===== src/hdl/ctp_pkg.sv =====
// ctp_pkg: shared types, widths and reset constants for the countdown timer
// panel controller. No dependencies; every other file in hdl uses it.

package ctp_pkg;

  localparam int DIAL_BITS_DEF = 12;
  localparam int TIME_BITS_DEF = 32;

  localparam int DUR_W   = 25;
  localparam int MS16_W  = 16;
  localparam int LEVEL_W = 8;
  localparam int CFG_IDX_W = 2;

  localparam logic [LEVEL_W-1:0] LEVEL_FULL = 8'd255;

  localparam logic [MS16_W-1:0] RST_LONG_PRESS = 16'd800;
  localparam logic [DUR_W-1:0]  RST_MIN_DUR    = 25'd5000;
  localparam logic [DUR_W-1:0]  RST_MAX_DUR    = 25'd18000000;
  localparam logic [DUR_W-1:0]  RST_SPAN       = RST_MAX_DUR - RST_MIN_DUR;
  localparam logic [MS16_W-1:0] RST_BUZZ_HALF  = 16'd500;
  localparam logic [DUR_W-1:0]  RST_CD_LEN     = 25'd10000;

  typedef enum logic [CFG_IDX_W-1:0] {
    CFG_LONG_PRESS = 2'd0,
    CFG_MIN_DUR    = 2'd1,
    CFG_MAX_DUR    = 2'd2,
    CFG_BUZZ_HALF  = 2'd3
  } cfg_reg_e;

  typedef enum logic [1:0] {
    TM_TIMER     = 2'd0,
    TM_STOPWATCH = 2'd1,
    TM_ALARM     = 2'd2
  } tmode_e;

  typedef enum logic [1:0] {
    COL_RED   = 2'd0,
    COL_GREEN = 2'd1,
    COL_BLUE  = 2'd2
  } colour_e;

  // settings seen by the datapath; span is kept precomputed
  typedef struct packed {
    logic [MS16_W-1:0] long_press;
    logic [MS16_W-1:0] buzz_half;
    logic [DUR_W-1:0]  min_dur;
    logic [DUR_W-1:0]  span;
  } cfg_t;

  // one tick after dial scaling
  typedef struct packed {
    logic               level;
    logic               mpress;
    logic [LEVEL_W-1:0] bri;
    logic [DUR_W-1:0]   dur;
  } dial_item_t;

  typedef struct packed {
    logic [LEVEL_W-1:0] red;
    logic [LEVEL_W-1:0] green;
    logic [LEVEL_W-1:0] blue;
    logic               tone;
    logic               beep;
    tmode_e             timing_mode;
    logic               knob;
    logic               running;
    logic               ringing;
    logic [DUR_W-1:0]   dur;
  } res_t;

endpackage


===== src/hdl/ctp_dial_pipe.sv =====
// ctp_dial_pipe: pipelined dial scaling, brightness and countdown duration.
// Division by 2^DIAL_BITS-1 is done by fold stages. Depends on ctp_pkg.

module ctp_dial_pipe #(
  parameter int DIAL_BITS = ctp_pkg::DIAL_BITS_DEF
) (
  input  logic                   clk,
  input  logic                   rst,
  input  logic                   item_valid,
  output logic                   item_stall,
  input  logic                   alarm_button_level,
  input  logic                   mode_press,
  input  logic [DIAL_BITS-1:0]   dial_sample,
  input  ctp_pkg::cfg_t          cfg,
  output logic                   pipe_valid,
  input  logic                   pipe_ready,
  output ctp_pkg::dial_item_t    pipe_item
);

  localparam int N     = DIAL_BITS;
  localparam int DW    = ctp_pkg::DUR_W;
  localparam int PW    = N + DW;
  localparam int BW    = N + ctp_pkg::LEVEL_W;
  localparam int FOLDS = (DW + N - 1) / N + 1;
  localparam int NS    = FOLDS + 3;
  localparam logic [PW-1:0] DMAX_P = PW'((1 << N) - 1);
  localparam logic [BW-1:0] DMAX_B = BW'((1 << N) - 1);

  logic [NS-1:0] vld;
  logic [NS-1:0] rdy;
  logic [NS-2:0] lvl;
  logic [NS-2:0] mp;
  logic [N-1:0]  dial_r;
  logic [PW-1:0] y  [FOLDS+1];
  logic [PW-1:0] q  [FOLDS+1];
  logic [BW-1:0] yb [FOLDS+1];
  logic [BW-1:0] qb [FOLDS+1];

  // a stage takes new data when it is empty or its content moves on
  always_comb begin
    rdy[NS-1] = !vld[NS-1] || pipe_ready;
    for (int k = NS - 2; k >= 0; k--) begin
      rdy[k] = !vld[k] || rdy[k+1];
    end
  end

  assign item_stall = !rdy[0];
  assign pipe_valid = vld[NS-1];

  always_ff @(posedge clk) begin
    if (rst) begin
      vld <= '0;
    end else begin
      if (rdy[0]) begin
        vld[0] <= item_valid;
      end
      for (int k = 1; k < NS; k++) begin
        if (rdy[k]) begin
          vld[k] <= vld[k-1];
        end
      end
    end
  end

  always_ff @(posedge clk) begin
    if (rdy[0]) begin
      lvl[0] <= alarm_button_level;
      mp[0]  <= mode_press;
      dial_r <= dial_sample;
    end
    for (int k = 1; k < NS - 1; k++) begin
      if (rdy[k]) begin
        lvl[k] <= lvl[k-1];
        mp[k]  <= mp[k-1];
      end
    end
  end

  // products
  always_ff @(posedge clk) begin
    if (rdy[1]) begin
      y[0]  <= PW'(dial_r) * PW'(cfg.span);
      q[0]  <= '0;
      yb[0] <= BW'(dial_r) * BW'(ctp_pkg::LEVEL_FULL);
      qb[0] <= '0;
    end
  end

  // x = q*D + y holds at every fold; y shrinks by N bits each time
  for (genvar j = 1; j <= FOLDS; j++) begin : g_fold
    always_ff @(posedge clk) begin
      if (rdy[j+1]) begin
        y[j]  <= (y[j-1] & DMAX_P) + (y[j-1] >> N);
        q[j]  <= q[j-1] + (y[j-1] >> N);
        yb[j] <= (yb[j-1] & DMAX_B) + (yb[j-1] >> N);
        qb[j] <= qb[j-1] + (yb[j-1] >> N);
      end
    end
  end

  // remainder is below 2*D here, so one correction finishes the quotient
  always_ff @(posedge clk) begin
    if (rdy[NS-1]) begin
      pipe_item.level  <= lvl[NS-2];
      pipe_item.mpress <= mp[NS-2];
      pipe_item.bri    <= qb[FOLDS][ctp_pkg::LEVEL_W-1:0]
                          + ctp_pkg::LEVEL_W'(yb[FOLDS] >= DMAX_B);
      pipe_item.dur    <= cfg.min_dur + q[FOLDS][DW-1:0] + DW'(y[FOLDS] >= DMAX_P);
    end
  end

endmodule


===== src/hdl/ctp_panel_core.sv =====
// ctp_panel_core: per-tick panel state (buttons, countdown, buzzer, LEDs)
// and the result register. Depends on ctp_pkg.

module ctp_panel_core #(
  parameter int TIME_BITS = ctp_pkg::TIME_BITS_DEF
) (
  input  logic                clk,
  input  logic                rst,
  input  logic                pipe_valid,
  output logic                pipe_ready,
  input  ctp_pkg::dial_item_t pipe_item,
  input  ctp_pkg::cfg_t       cfg,
  output logic                result_valid,
  input  logic                result_stall,
  output ctp_pkg::res_t       res
);

  localparam int TW = TIME_BITS;
  localparam int DW = ctp_pkg::DUR_W;
  localparam int LW = ctp_pkg::LEVEL_W;

  logic [TW-1:0]    now_ms, now_ms_next;
  logic [TW-1:0]    cd_start, cd_start_next;
  logic [DW-1:0]    cd_len, cd_len_next;
  logic [TW-1:0]    press_start, press_start_next;
  logic             press_active, press_active_next;
  ctp_pkg::tmode_e  tmode, tmode_next;
  ctp_pkg::colour_e colour, colour_next;
  logic             knob_sel, knob_sel_next;
  logic             running, running_next;
  logic             ringing, ringing_next;
  logic [LW-1:0]    bright, bright_next;
  logic [TW-1:0]    buzz_mark, buzz_mark_next;
  logic             buzz_phase, buzz_phase_next;
  logic             tone, tone_next;

  logic             beep;
  logic [LW-1:0]    red_d, green_d, blue_d;
  logic [TW-1:0]    press_elapsed, cd_elapsed, buzz_elapsed;
  logic             take;

  assign pipe_ready = !result_valid || !result_stall;
  assign take       = pipe_valid && pipe_ready;

  always_comb begin
    now_ms_next       = now_ms + TW'(1);
    cd_start_next     = cd_start;
    cd_len_next       = cd_len;
    press_start_next  = press_start;
    press_active_next = press_active;
    tmode_next        = tmode;
    colour_next       = colour;
    knob_sel_next     = knob_sel;
    running_next      = running;
    ringing_next      = ringing;
    bright_next       = bright;
    buzz_mark_next    = buzz_mark;
    buzz_phase_next   = buzz_phase;
    tone_next         = tone;
    beep              = 1'b0;
    press_elapsed     = now_ms - press_start;
    buzz_elapsed      = now_ms - buzz_mark;

    if (!knob_sel) begin
      bright_next = pipe_item.bri;
    end else begin
      cd_len_next = pipe_item.dur;
    end

    if (pipe_item.mpress) begin
      case (colour)
        ctp_pkg::COL_RED:   colour_next = ctp_pkg::COL_GREEN;
        ctp_pkg::COL_GREEN: colour_next = ctp_pkg::COL_BLUE;
        default:            colour_next = ctp_pkg::COL_RED;
      endcase
      beep      = 1'b1;
      tone_next = 1'b0;
    end

    if (!pipe_item.level && !press_active) begin
      press_start_next  = now_ms;
      press_active_next = 1'b1;
    end else if (pipe_item.level && press_active) begin
      if (press_elapsed >= TW'(cfg.long_press)) begin
        case (tmode)
          ctp_pkg::TM_TIMER:     tmode_next = ctp_pkg::TM_STOPWATCH;
          ctp_pkg::TM_STOPWATCH: tmode_next = ctp_pkg::TM_ALARM;
          default:               tmode_next = ctp_pkg::TM_TIMER;
        endcase
        knob_sel_next = 1'b0;
        beep          = 1'b1;
        tone_next     = 1'b0;
      end else if (tmode == ctp_pkg::TM_TIMER) begin
        if (ringing) begin
          // silence the alarm, no acknowledge beep
          ringing_next = 1'b0;
          tone_next    = 1'b0;
        end else if (running) begin
          running_next = 1'b0;
          beep         = 1'b1;
          tone_next    = 1'b0;
        end else if (!knob_sel) begin
          knob_sel_next = 1'b1;
          beep          = 1'b1;
          tone_next     = 1'b0;
        end else begin
          knob_sel_next = 1'b0;
          running_next  = 1'b1;
          cd_start_next = now_ms;
          beep          = 1'b1;
          tone_next     = 1'b0;
        end
      end else if (tmode == ctp_pkg::TM_STOPWATCH || tmode == ctp_pkg::TM_ALARM) begin
        beep      = 1'b1;
        tone_next = 1'b0;
      end
      press_active_next = 1'b0;
    end

    red_d   = ctp_pkg::LEVEL_FULL;
    green_d = ctp_pkg::LEVEL_FULL;
    blue_d  = ctp_pkg::LEVEL_FULL;
    case (colour_next)
      ctp_pkg::COL_RED:   red_d   = ctp_pkg::LEVEL_FULL - bright_next;
      ctp_pkg::COL_GREEN: green_d = ctp_pkg::LEVEL_FULL - bright_next;
      ctp_pkg::COL_BLUE:  blue_d  = ctp_pkg::LEVEL_FULL - bright_next;
      default: ;
    endcase

    // a countdown started this tick is measured from now
    cd_elapsed = now_ms - cd_start_next;
    if (running_next && cd_elapsed >= TW'(cd_len_next)) begin
      running_next = 1'b0;
      ringing_next = 1'b1;
    end

    if (ringing_next) begin
      if (buzz_elapsed >= TW'(cfg.buzz_half)) begin
        buzz_mark_next  = now_ms;
        buzz_phase_next = !buzz_phase;
        tone_next       = !buzz_phase;
      end
    end else begin
      tone_next = 1'b0;
    end
  end

  always_ff @(posedge clk) begin
    if (rst) begin
      result_valid <= 1'b0;
      now_ms       <= '0;
      cd_start     <= '0;
      cd_len       <= ctp_pkg::RST_CD_LEN;
      press_start  <= '0;
      press_active <= 1'b0;
      tmode        <= ctp_pkg::TM_TIMER;
      colour       <= ctp_pkg::COL_RED;
      knob_sel     <= 1'b0;
      running      <= 1'b0;
      ringing      <= 1'b0;
      bright       <= ctp_pkg::LEVEL_FULL;
      buzz_mark    <= '0;
      buzz_phase   <= 1'b0;
      tone         <= 1'b0;
    end else if (take) begin
      result_valid <= 1'b1;
      now_ms       <= now_ms_next;
      cd_start     <= cd_start_next;
      cd_len       <= cd_len_next;
      press_start  <= press_start_next;
      press_active <= press_active_next;
      tmode        <= tmode_next;
      colour       <= colour_next;
      knob_sel     <= knob_sel_next;
      running      <= running_next;
      ringing      <= ringing_next;
      bright       <= bright_next;
      buzz_mark    <= buzz_mark_next;
      buzz_phase   <= buzz_phase_next;
      tone         <= tone_next;
    end else if (!result_stall) begin
      result_valid <= 1'b0;
    end
  end

  always_ff @(posedge clk) begin
    if (take) begin
      res.red         <= red_d;
      res.green       <= green_d;
      res.blue        <= blue_d;
      res.tone        <= tone_next;
      res.beep        <= beep;
      res.timing_mode <= tmode_next;
      res.knob        <= knob_sel_next;
      res.running     <= running_next;
      res.ringing     <= ringing_next;
      res.dur         <= cd_len_next;
    end
  end

endmodule


===== src/hdl/countdown_timer_panel_controller.sv =====
// A request passes through the input register, the dial multiply, the
// fold stages of the divide by 2^DIAL_BITS-1, the duration add and the
// result register. Throughput: one request per cycle; a stalled result
// holds only the stages behind it that are full. Synchronous rst empties
// the pipeline and loads all settings and panel state with their
// power-on values at once.

module countdown_timer_panel_controller #(
  parameter int DIAL_BITS = ctp_pkg::DIAL_BITS_DEF,
  parameter int TIME_BITS = ctp_pkg::TIME_BITS_DEF
) (
  input  logic                            clk,
  input  logic                            rst,
  input  logic                            cfg_valid,
  output logic                            cfg_ready,
  input  logic [ctp_pkg::CFG_IDX_W-1:0]   cfg_index,
  input  logic [ctp_pkg::DUR_W-1:0]       cfg_data,
  input  logic                            item_valid,
  output logic                            item_stall,
  input  logic                            alarm_button_level,
  input  logic                            mode_press,
  input  logic [DIAL_BITS-1:0]            dial_sample,
  output logic                            result_valid,
  input  logic                            result_stall,
  output logic [ctp_pkg::LEVEL_W-1:0]     red_drive,
  output logic [ctp_pkg::LEVEL_W-1:0]     green_drive,
  output logic [ctp_pkg::LEVEL_W-1:0]     blue_drive,
  output logic                            tone_on,
  output logic                            beep_pulse,
  output logic [1:0]                      timing_mode,
  output logic                            dial_target,
  output logic                            timer_running,
  output logic                            alarm_ringing,
  output logic [ctp_pkg::DUR_W-1:0]       duration_now_ms
);

  localparam int DW = ctp_pkg::DUR_W;
  localparam int HW = ctp_pkg::MS16_W;

  logic [HW-1:0] long_press;
  logic [DW-1:0] min_dur;
  logic [DW-1:0] max_dur;
  logic [HW-1:0] buzz_half;
  logic [DW-1:0] span;

  ctp_pkg::cfg_t       cfg;
  ctp_pkg::dial_item_t pipe_item;
  ctp_pkg::res_t       res;
  logic                pipe_valid;
  logic                pipe_ready;

  function automatic logic [DW-1:0] span_of(input logic [DW-1:0] hi, input logic [DW-1:0] lo);
    return (hi >= lo) ? hi - lo : '0;
  endfunction

  assign cfg_ready = 1'b1;

  // span follows every write of min or max
  always_ff @(posedge clk) begin
    if (rst) begin
      long_press <= ctp_pkg::RST_LONG_PRESS;
      min_dur    <= ctp_pkg::RST_MIN_DUR;
      max_dur    <= ctp_pkg::RST_MAX_DUR;
      buzz_half  <= ctp_pkg::RST_BUZZ_HALF;
      span       <= ctp_pkg::RST_SPAN;
    end else if (cfg_valid) begin
      case (ctp_pkg::cfg_reg_e'(cfg_index))
        ctp_pkg::CFG_LONG_PRESS: long_press <= cfg_data[HW-1:0];
        ctp_pkg::CFG_MIN_DUR: begin
          min_dur <= cfg_data;
          span    <= span_of(max_dur, cfg_data);
        end
        ctp_pkg::CFG_MAX_DUR: begin
          max_dur <= cfg_data;
          span    <= span_of(cfg_data, min_dur);
        end
        ctp_pkg::CFG_BUZZ_HALF: buzz_half <= cfg_data[HW-1:0];
        default: ;
      endcase
    end
  end

  assign cfg.long_press = long_press;
  assign cfg.buzz_half  = buzz_half;
  assign cfg.min_dur    = min_dur;
  assign cfg.span       = span;

  ctp_dial_pipe #(
    .DIAL_BITS (DIAL_BITS)
  ) u_dial (
    .clk                (clk),
    .rst                (rst),
    .item_valid         (item_valid),
    .item_stall         (item_stall),
    .alarm_button_level (alarm_button_level),
    .mode_press         (mode_press),
    .dial_sample        (dial_sample),
    .cfg                (cfg),
    .pipe_valid         (pipe_valid),
    .pipe_ready         (pipe_ready),
    .pipe_item          (pipe_item)
  );

  ctp_panel_core #(
    .TIME_BITS (TIME_BITS)
  ) u_core (
    .clk          (clk),
    .rst          (rst),
    .pipe_valid   (pipe_valid),
    .pipe_ready   (pipe_ready),
    .pipe_item    (pipe_item),
    .cfg          (cfg),
    .result_valid (result_valid),
    .result_stall (result_stall),
    .res          (res)
  );

  assign red_drive       = res.red;
  assign green_drive     = res.green;
  assign blue_drive      = res.blue;
  assign tone_on         = res.tone;
  assign beep_pulse      = res.beep;
  assign timing_mode     = res.timing_mode;
  assign dial_target     = res.knob;
  assign timer_running   = res.running;
  assign alarm_ringing   = res.ringing;
  assign duration_now_ms = res.dur;

endmodule


===== config.mk =====
export PLATFORM = sky130hd
export DESIGN_NAME = countdown_timer_panel_controller
export DESIGN_NICKNAME = d
export VERILOG_FILES = /design/src/hdl/ctp_pkg.sv /design/src/hdl/ctp_dial_pipe.sv /design/src/hdl/ctp_panel_core.sv /design/src/hdl/countdown_timer_panel_controller.sv
export SDC_FILE = /design/constraint.sdc
export NUM_CORES = 2
export LEC_CHECK = 0
export ABC_AREA = 1
export BUFFER_PORTS_ARGS = -buffer_cell sky130_fd_sc_hd__buf_2
export CORE_ASPECT_RATIO = 1.5
export CORE_MARGIN = 4
export CORE_UTILIZATION = 50
export DETAILED_ROUTE_END_ITERATION = 16
export PLACE_DENSITY = 0.76
export SYNTH_ARGS = -nofsm -noshare
export SYNTH_HDL_FRONTEND = slang
export SYNTH_SLANG_ARGS = --single-unit
export TNS_END_PERCENT = 20

===== constraint.sdc =====
create_clock -name clk -period 11.3 [get_ports clk]
set_clock_uncertainty 0.2 [all_clocks]
set_input_delay 0.565 -clock clk [delete_from_list [all_inputs] [get_ports clk]]
set_output_delay 0.565 -clock clk [all_outputs]
set_load 0.01 [all_outputs]

* After elaboration in Yosys (flattened, before gate mapping) *
Memory sizes are Yosys's and may differ from the RTL's.
Cells that the tools add are included.

word-level totals
  RAM bits = 570
  bits of input ports = 46
  logic and storage cells = 209
  memories = 4
  output and inout bits = 59
  register bits = 401

memory list
  memory     depth  width  rd ports  clocked after memory_dff  wr ports  RTL line             RTL
  u_dial.q   5      37     5         0                         5         ctp_dial_pipe.sv:35  logic [PW-1:0] q [FOLDS+1];
  u_dial.y   5      37     5         0                         5         ctp_dial_pipe.sv:34  logic [PW-1:0] y [FOLDS+1];
  u_dial.qb  5      20     5         0                         5         ctp_dial_pipe.sv:37  logic [BW-1:0] qb [FOLDS+1];
  u_dial.yb  5      20     5         0                         5         ctp_dial_pipe.sv:36  logic [BW-1:0] yb [FOLDS+1];

cells by class
  multipliers = 2
  mux-type cells = 67
  add/sub/neg operators = 26
  reduce and logical (&&, ||, !) cells = 40
  equality and inequality tests = 9
  magnitude comparators = 7

operator list
  cell                                                                      count
  32-bit 2-to-1 mux                                                         7
  37-bit by 25-bit adder with 37-bit output                                 4
  12-bit by 25-bit adder with 26-bit output                                 4
  32-bit subtractor                                                         3
  20-bit by 8-bit adder with 20-bit output                                  4
  25-bit 2-to-1 mux                                                         3
  32-bit by 16-bit >= comparator with 1-bit output                          2
  12-bit by 8-bit adder with 13-bit output                                  4
  25-bit >= comparator                                                      2
  25-bit one-hot mux with 2 select lines                                    1
  25-bit subtractor                                                         2
  1-bit 2-to-1 mux                                                          49
  37-bit by 12-bit >= comparator with 1-bit output (second input constant)  1
  12-bit by 25-bit multiplier with 37-bit output                            1
  32-bit by 1-bit adder with 32-bit output (second input constant)          1
  32-bit by 25-bit >= comparator with 1-bit output                          1
  25-bit by 1-bit adder with 25-bit output                                  1
  25-bit adder                                                              1
  20-bit by 12-bit >= comparator with 1-bit output (second input constant)  1
  12-bit by 8-bit multiplier with 20-bit output (second input constant)     1
  2-bit AND reduction                                                       7
  1-bit zero test                                                           13
  1-bit logical OR                                                          9
  8-bit by 1-bit adder with 8-bit output                                    1
  11 further kinds                                                          28

* Depth between registers and ports, before layout *
  depth in word-level cells = 12
  mapped depth = 55
  mapped depth without buffers = 53

* By module *
A second synthesis with hierarchy kept.

unflattened totals
  cell total of the unflattened synthesis = 7481
  area, all modules = 56715.6 sq um

by module, submodules not included
  module                            times used  area an instance (sq um)  sequential area each (sq um)  cells an instance
  ctp_dial_pipe                     1           31909.4                   11160.7                       3648
  ctp_panel_core                    1           16854.9                   5124.9                        2510
  countdown_timer_panel_controller  1           7951.4                    2142.1                        1323

* Worst setup path after synthesis *
Ideal clock, no wire load.

  path kind = input to register
  start point = input port result_stall
  end point = register u_dial.dial_r[0] (enable)
  data arrival time = 9.130 ns
  buffers on the path = 0
  required time = 10.744 ns
  slack = 1.614 ns
  library setup time = 0.356 ns
  cell stages on the path = 15
  path through = nand2_1 nor2_1 inv_1 nor2_1 inv_1 nor2_1 inv_1 nor2_1 inv_1 nor2_1 inv_1 nor2_1 inv_1 nor2_1 inv_1

on the way
  longest elaborated chain between the ends = 9

ends and longest elaborated chain
  what                  RTL line                                RTL
  start, declared       countdown_timer_panel_controller.sv:24  input logic result_stall,
  1-bit zero test       ctp_panel_core.sv:42                    assign pipe_ready = !result_valid || !result_stall;
  1-bit logical OR      ctp_panel_core.sv:42
  1-bit logical OR      ctp_dial_pipe.sv:41                     rdy[NS-1] = !vld[NS-1] || pipe_ready;
  net u_dial.rdy[6]     ctp_dial_pipe.sv:30                     logic [NS-1:0] rdy;
  1-bit logical OR      ctp_dial_pipe.sv:43                     rdy[k] = !vld[k] || rdy[k+1];
  net u_dial.rdy[5]     ctp_dial_pipe.sv:30
  1-bit logical OR      ctp_dial_pipe.sv:43
  net u_dial.rdy[4]     ctp_dial_pipe.sv:30
  1-bit logical OR      ctp_dial_pipe.sv:43
  net u_dial.rdy[3]     ctp_dial_pipe.sv:30
  1-bit logical OR      ctp_dial_pipe.sv:43
  net u_dial.rdy[2]     ctp_dial_pipe.sv:30
  1-bit logical OR      ctp_dial_pipe.sv:43
  net u_dial.rdy[1]     ctp_dial_pipe.sv:30
  1-bit logical OR      ctp_dial_pipe.sv:43
  end signal, assigned  ctp_dial_pipe.sv:69                     dial_r <= dial_sample;
  end, declared         ctp_dial_pipe.sv:33                     logic [N-1:0] dial_r;

The timed path passes the listed nets, and every way through them passes these cells.
A chain may end at the register's enable or synchronous reset.

* Final worst setup path *
  start point = register u_core.now_ms[1]
  end point = register u_core.buzz_mark[18]

on the way
  elaborated cells between the ends (all ways) = 22
  classes of those cells = add/sub (3); order compare (3); mux (14); reduce/logical (2)

RTL lines
  what                                              RTL line               RTL
  start, declared                                   ctp_panel_core.sv:22   logic [TW-1:0] now_ms, now_ms_next;
  start signal, assigned                            ctp_panel_core.sv:167  now_ms <= now_ms_next;
  32-bit subtractor                                 ctp_panel_core.sv:61   press_elapsed = now_ms - press_start;
  32-bit by 16-bit >= comparator with 1-bit output  ctp_panel_core.sv:84   if (press_elapsed >= TW'(cfg.long_press)) begin
  32-bit 2-to-1 mux                                 ctp_panel_core.sv:84
  32-bit 2-to-1 mux                                 ctp_panel_core.sv:83   end else if (pipe_item.level && press_active) begin
  32-bit 2-to-1 mux                                 ctp_panel_core.sv:80   if (!pipe_item.level && !press_active) begin
  net u_core.cd_start_next[0]                       ctp_panel_core.sv:23   logic [TW-1:0] cd_start, cd_start_next;
  32-bit subtractor                                 ctp_panel_core.sv:131  cd_elapsed = now_ms - cd_start_next;
  32-bit by 25-bit >= comparator with 1-bit output  ctp_panel_core.sv:132  if (running_next && cd_elapsed >= TW'(cd_len_next)) begin
  1-bit logical AND                                 ctp_panel_core.sv:132
  1-bit 2-to-1 mux                                  ctp_panel_core.sv:132
  3-bit AND reduction (no source line)              -
  end signal, assigned                              ctp_panel_core.sv:178  buzz_mark <= buzz_mark_next;
  end, declared                                     ctp_panel_core.sv:33   logic [TW-1:0] buzz_mark, buzz_mark_next;

The timed path passes the listed nets, and every way through them passes these cells.

==> flow_metrics.env <==
export IMPL_cts_sinks=709
export IMPL_vias_per_cell=5.44
export IMPL_io_buffer_count=103
export IMPL_hold_path_class="in -> reg"
export IMPL_cp_start_kind="flop"
export IMPL_power_density_mw_per_mm2=235
export IMPL_crit_path_frequent_cell="nand2_1"
export IMPL_ios=105
export IMPL_p_leak_nw=26.8
export IMPL_setup_viol=0
export IMPL_synthFlopType="edfxtp_1"
export IMPL_tns_ps=0
export IMPL_num_fill_cells=9109
export IMPL_vias=40800
export IMPL_rr_endpoint="u_core.buzz_mark[18]"
export IMPL_crit_end="u_core.buzz_mark[18]"
export IMPL_drc=0
export IMPL_cpPeakStageDelay_ps=560
export IMPL_yosysSeqAreaShare_pct=35.8
export IMPL_r2r_start="u_core.now_ms[1]"
export IMPL_min_period_ps=8550
export IMPL_ctsLongestPathBuffers=3
export IMPL_path_depth=48
export IMPL_root_buffer="clkbuf_16"
export IMPL_critPathKind="reg -> reg"
export IMPL_worstPathArrival_ps=8890
export IMPL_rrSetupSlack_ps=2750
export IMPL_power_total_w=0.0131
export IMPL_rr_worst_depth=48
export IMPL_postSynth_asyncResetShare_pct=0
export IMPL_post_place_cells=7355
export IMPL_finalCritPeriodShare_pct=75.7
export IMPL_dieHeight_um=401
export IMPL_grt_pass1_wl_mm=215
export IMPL_track_usage_pct=24.9
export IMPL_drive_above_1_share_pct=5.55
export IMPL_ir_drop_mv=0.385
export IMPL_max_slew_margin_rel_pct=34.8
export IMPL_htree_levels=3
export IMPL_cts_clk_slew_worst_paths_ps=60
export IMPL_gr_total_overflow=0
export IMPL_ys_warn_count=0
export IMPL_ant_nets=0
export IMPL_grt_max_degree=136
export IMPL_required_ps=11640
export IMPL_synth_seq_cells=709
export IMPL_post_dp_hpwl_mm=106
export IMPL_cp_slowest_cell="dfxtp_1"
export IMPL_crit_buf_inv=6
export IMPL_clock_latency_ps=670
export IMPL_start_util_pct=50.6
export IMPL_drtIter0Drc=2482
export IMPL_tightest_slew_ps=975
export IMPL_dieArea_mm2=0.108
export IMPL_wl_mm=136
export IMPL_grt_pass1_vias=41300
export IMPL_rsz0062_at_grt="no"
export IMPL_fp_row_count=143
export IMPL_status="finished, final reports clean"
export IMPL_synth_cell_type_count=61
export IMPL_fp_dieW_um=270
export IMPL_cts_tree="done"
export IMPL_syn_to_final_growth_pct=8.52
export IMPL_synth_area_mm2=0.0515
export IMPL_antenna_found_initial=8
export IMPL_holdCritStartpoint="cfg_data[21]"
export IMPL_synth_edf_count=423
export IMPL_place_congestion=0.956
export IMPL_crit_start="u_core.now_ms[1]"
export IMPL_instances_no_fill=7507
export IMPL_cts_made_buffers=73
export IMPL_firstDrtPassIters=7
export IMPL_fmax_mhz=117
export IMPL_synth_nets=6844
export IMPL_endpoint_kind="flop"
export IMPL_synthCells=6086
export IMPL_cp_max_fo=69
export IMPL_post_cts_setup_buffers=0
export IMPL_syn_avg_cell_area_um2=8.46
export IMPL_cpLargestDelayFamily="simple AND/OR/NAND/NOR gates"
export IMPL_coreArea_mm2=0.102
export IMPL_slew_viol_final=0
export IMPL_maxCapViolCount=0
export IMPL_fin_nets=6898
export IMPL_wl_per_cell_um=18.1
export IMPL_hold_violations=0
==> per-layer routing <==
layer | track usage [%] | vias up | part of all wire (%)
li1 | - | 19900 | -
met1 | 25.4 | 19200 | 35
met2 | 46.6 | 1178 | 53
met3 | 3.64 | 464 | 4.6
met4 | 17.0 | 6 | 8.0
met5 | 0 | - | 0.030
==> flip-flops by register name, summed over array words and instances, names as in the netlist, 25 cells and up <==
register	flops
u_core.now_ms	32
u_dial.yb	72
u_core.press_start	32
u_core.cd_start	32
min_dur	25
u_dial.y	104
u_core.res	56
u_core.cd_len	25
u_dial.pipe_item	35
u_dial.q	100
u_core.buzz_mark	32
max_dur	25
span	25
u_dial.qb	32
==> report_power, final <==
group | leakage, nW | switching, W | internal, W | total, W
Sequential | 6.72 | 0.000462 | 0.00390 | 0.00436
Clock | 1.22 | 0.00109 | 0.00145 | 0.00254
Combinational | 18.8 | 0.00385 | 0.00239 | 0.00624
==> cells in the final DEF, fill, tap and decap left out, types with 20 or more instances in the layout <==
cell type,count
nor2_1,309
buf_2,103
a21o_1,23
nor3_1,70
or2_2,38
xor2_1,233
o21bai_1,24
o21ai_0,366
nand4_1,58
clkbuf_16,73
o211ai_1,41
nand2_1,1248
inv_1,1023
dfxtp_1,286
buf_4,34
nand3_1,218
ha_1,419
a21oi_1,528
edfxtp_1,423
xnor2_1,97
a31oi_1,34
fa_1,293
nor4_1,20
==> worst min-delay path: stages <==
cell and delay, ps:
buf_2 110, o21ai_0 80, a21oi_1 100
==> what timing repair did <==
action | in CTS | in global routing
gates resized for setup | 0 | 0
hold buffers | 15 | 0
endpoints found under the hold margin | 15 | 0
==> synthesized netlist by cell type (3+ instances only) <==
master	number	area, um^2
a21boi_0	10	75.1
a21o_1	23	173
clkbuf_1	150	563
a211oi_1	16	120
ha_1	419	5240
nand3_2	3	30.0
nor3_1	70	350
nor2_1	310	1160
a221oi_1	3	26.3
nand3_1	218	1090
xnor2_1	97	850
a21oi_2	12	105
or4_1	4	30.0
fa_1	293	5870
or2_2	38	238
xor2_1	233	2040
buf_2	8	40.0
a2111oi_0	4	35.0
a21oi_1	528	2640
a31oi_1	34	213
nand4_1	58	363
o221ai_1	9	78.8
o21ai_1	3	15.0
nor4_1	20	125
o211ai_1	41	308
inv_1	1028	3860
nand2_2	6	37.5
buf_1	8	30.0
o21a_1	16	120
nand3b_1	13	97.6
dfxtp_1	286	5730
clkinv_1	5	18.8
nor3b_1	4	30.0
buf_4	5	37.5
and2_1	3	18.8
inv_2	6	22.5
o21bai_1	24	180
and3_1	8	50.1
o21ai_0	366	1830
edfxtp_1	423	12700
nor2_2	11	68.8
nand2_1	1248	4680
==> layout make-up <==
cell class / count / area [um^2] / share of cell area [%]
Multi-Input combinational cell: 4165 / 28500 / 51.0
Sequential cell: 709 / 18400 / 33.0
Inverter: 1039 / 3910 / 6.99
Clock buffer: 84 / 1910 / 3.41
Tap cell: 1305 / 1630 / 2.92
Timing Repair Buffer: 152 / 921 / 1.65
Clock inverter: 48 / 604 / 1.08
Antenna cell: 5 / 12.5 / 0.0224
==> through the flow <==
step	setup WS, ps	hold slack (ps)	utilization [%]	cell area (um^2)
floorplan	1610	200	-	51500
global placement	3050	208	52.3	53200
detailed placement	2860	205	52.3	53200
CTS	2820	21.7	54.9	55900
global route	1980	41.8	54.9	55900
finish	2750	57.7	54.9	55900
==> worst min path at each step <==
stage | to | slack, ps | cells after the start
5_1_grt | min_dur[21] | 40 | 3
3_5_place_dp | u_dial.pipe_item[33] | 210 | 0
6_report | min_dur[21] | 60 | 3
4_1_cts | max_dur[10] | 20 | 3
2_1_floorplan | u_dial.lvl[1] | 200 | 0
3_3_place_gp | u_dial.lvl[3] | 210 | 0
==> cell families (layout without fill, tap and decap cells) <==
| family | count (synthesis) | after routing | share of synthesized area [%] |
|---|---|---|---|
| compound gates | 1102 | 1102 | 11.7 |
| xor+xnor | 330 | 330 | 5.61 |
| fa+ha+maj | 712 | 712 | 21.6 |
| buf+inv | 1212 | 1323 | 8.94 |
| flops | 709 | 709 | 35.8 |
| other cells | 1 | 6 | 0.00728 |
| simple gates | 2020 | 2020 | 16.4 |
Note: power is estimated with default switching activity, not from simulation.
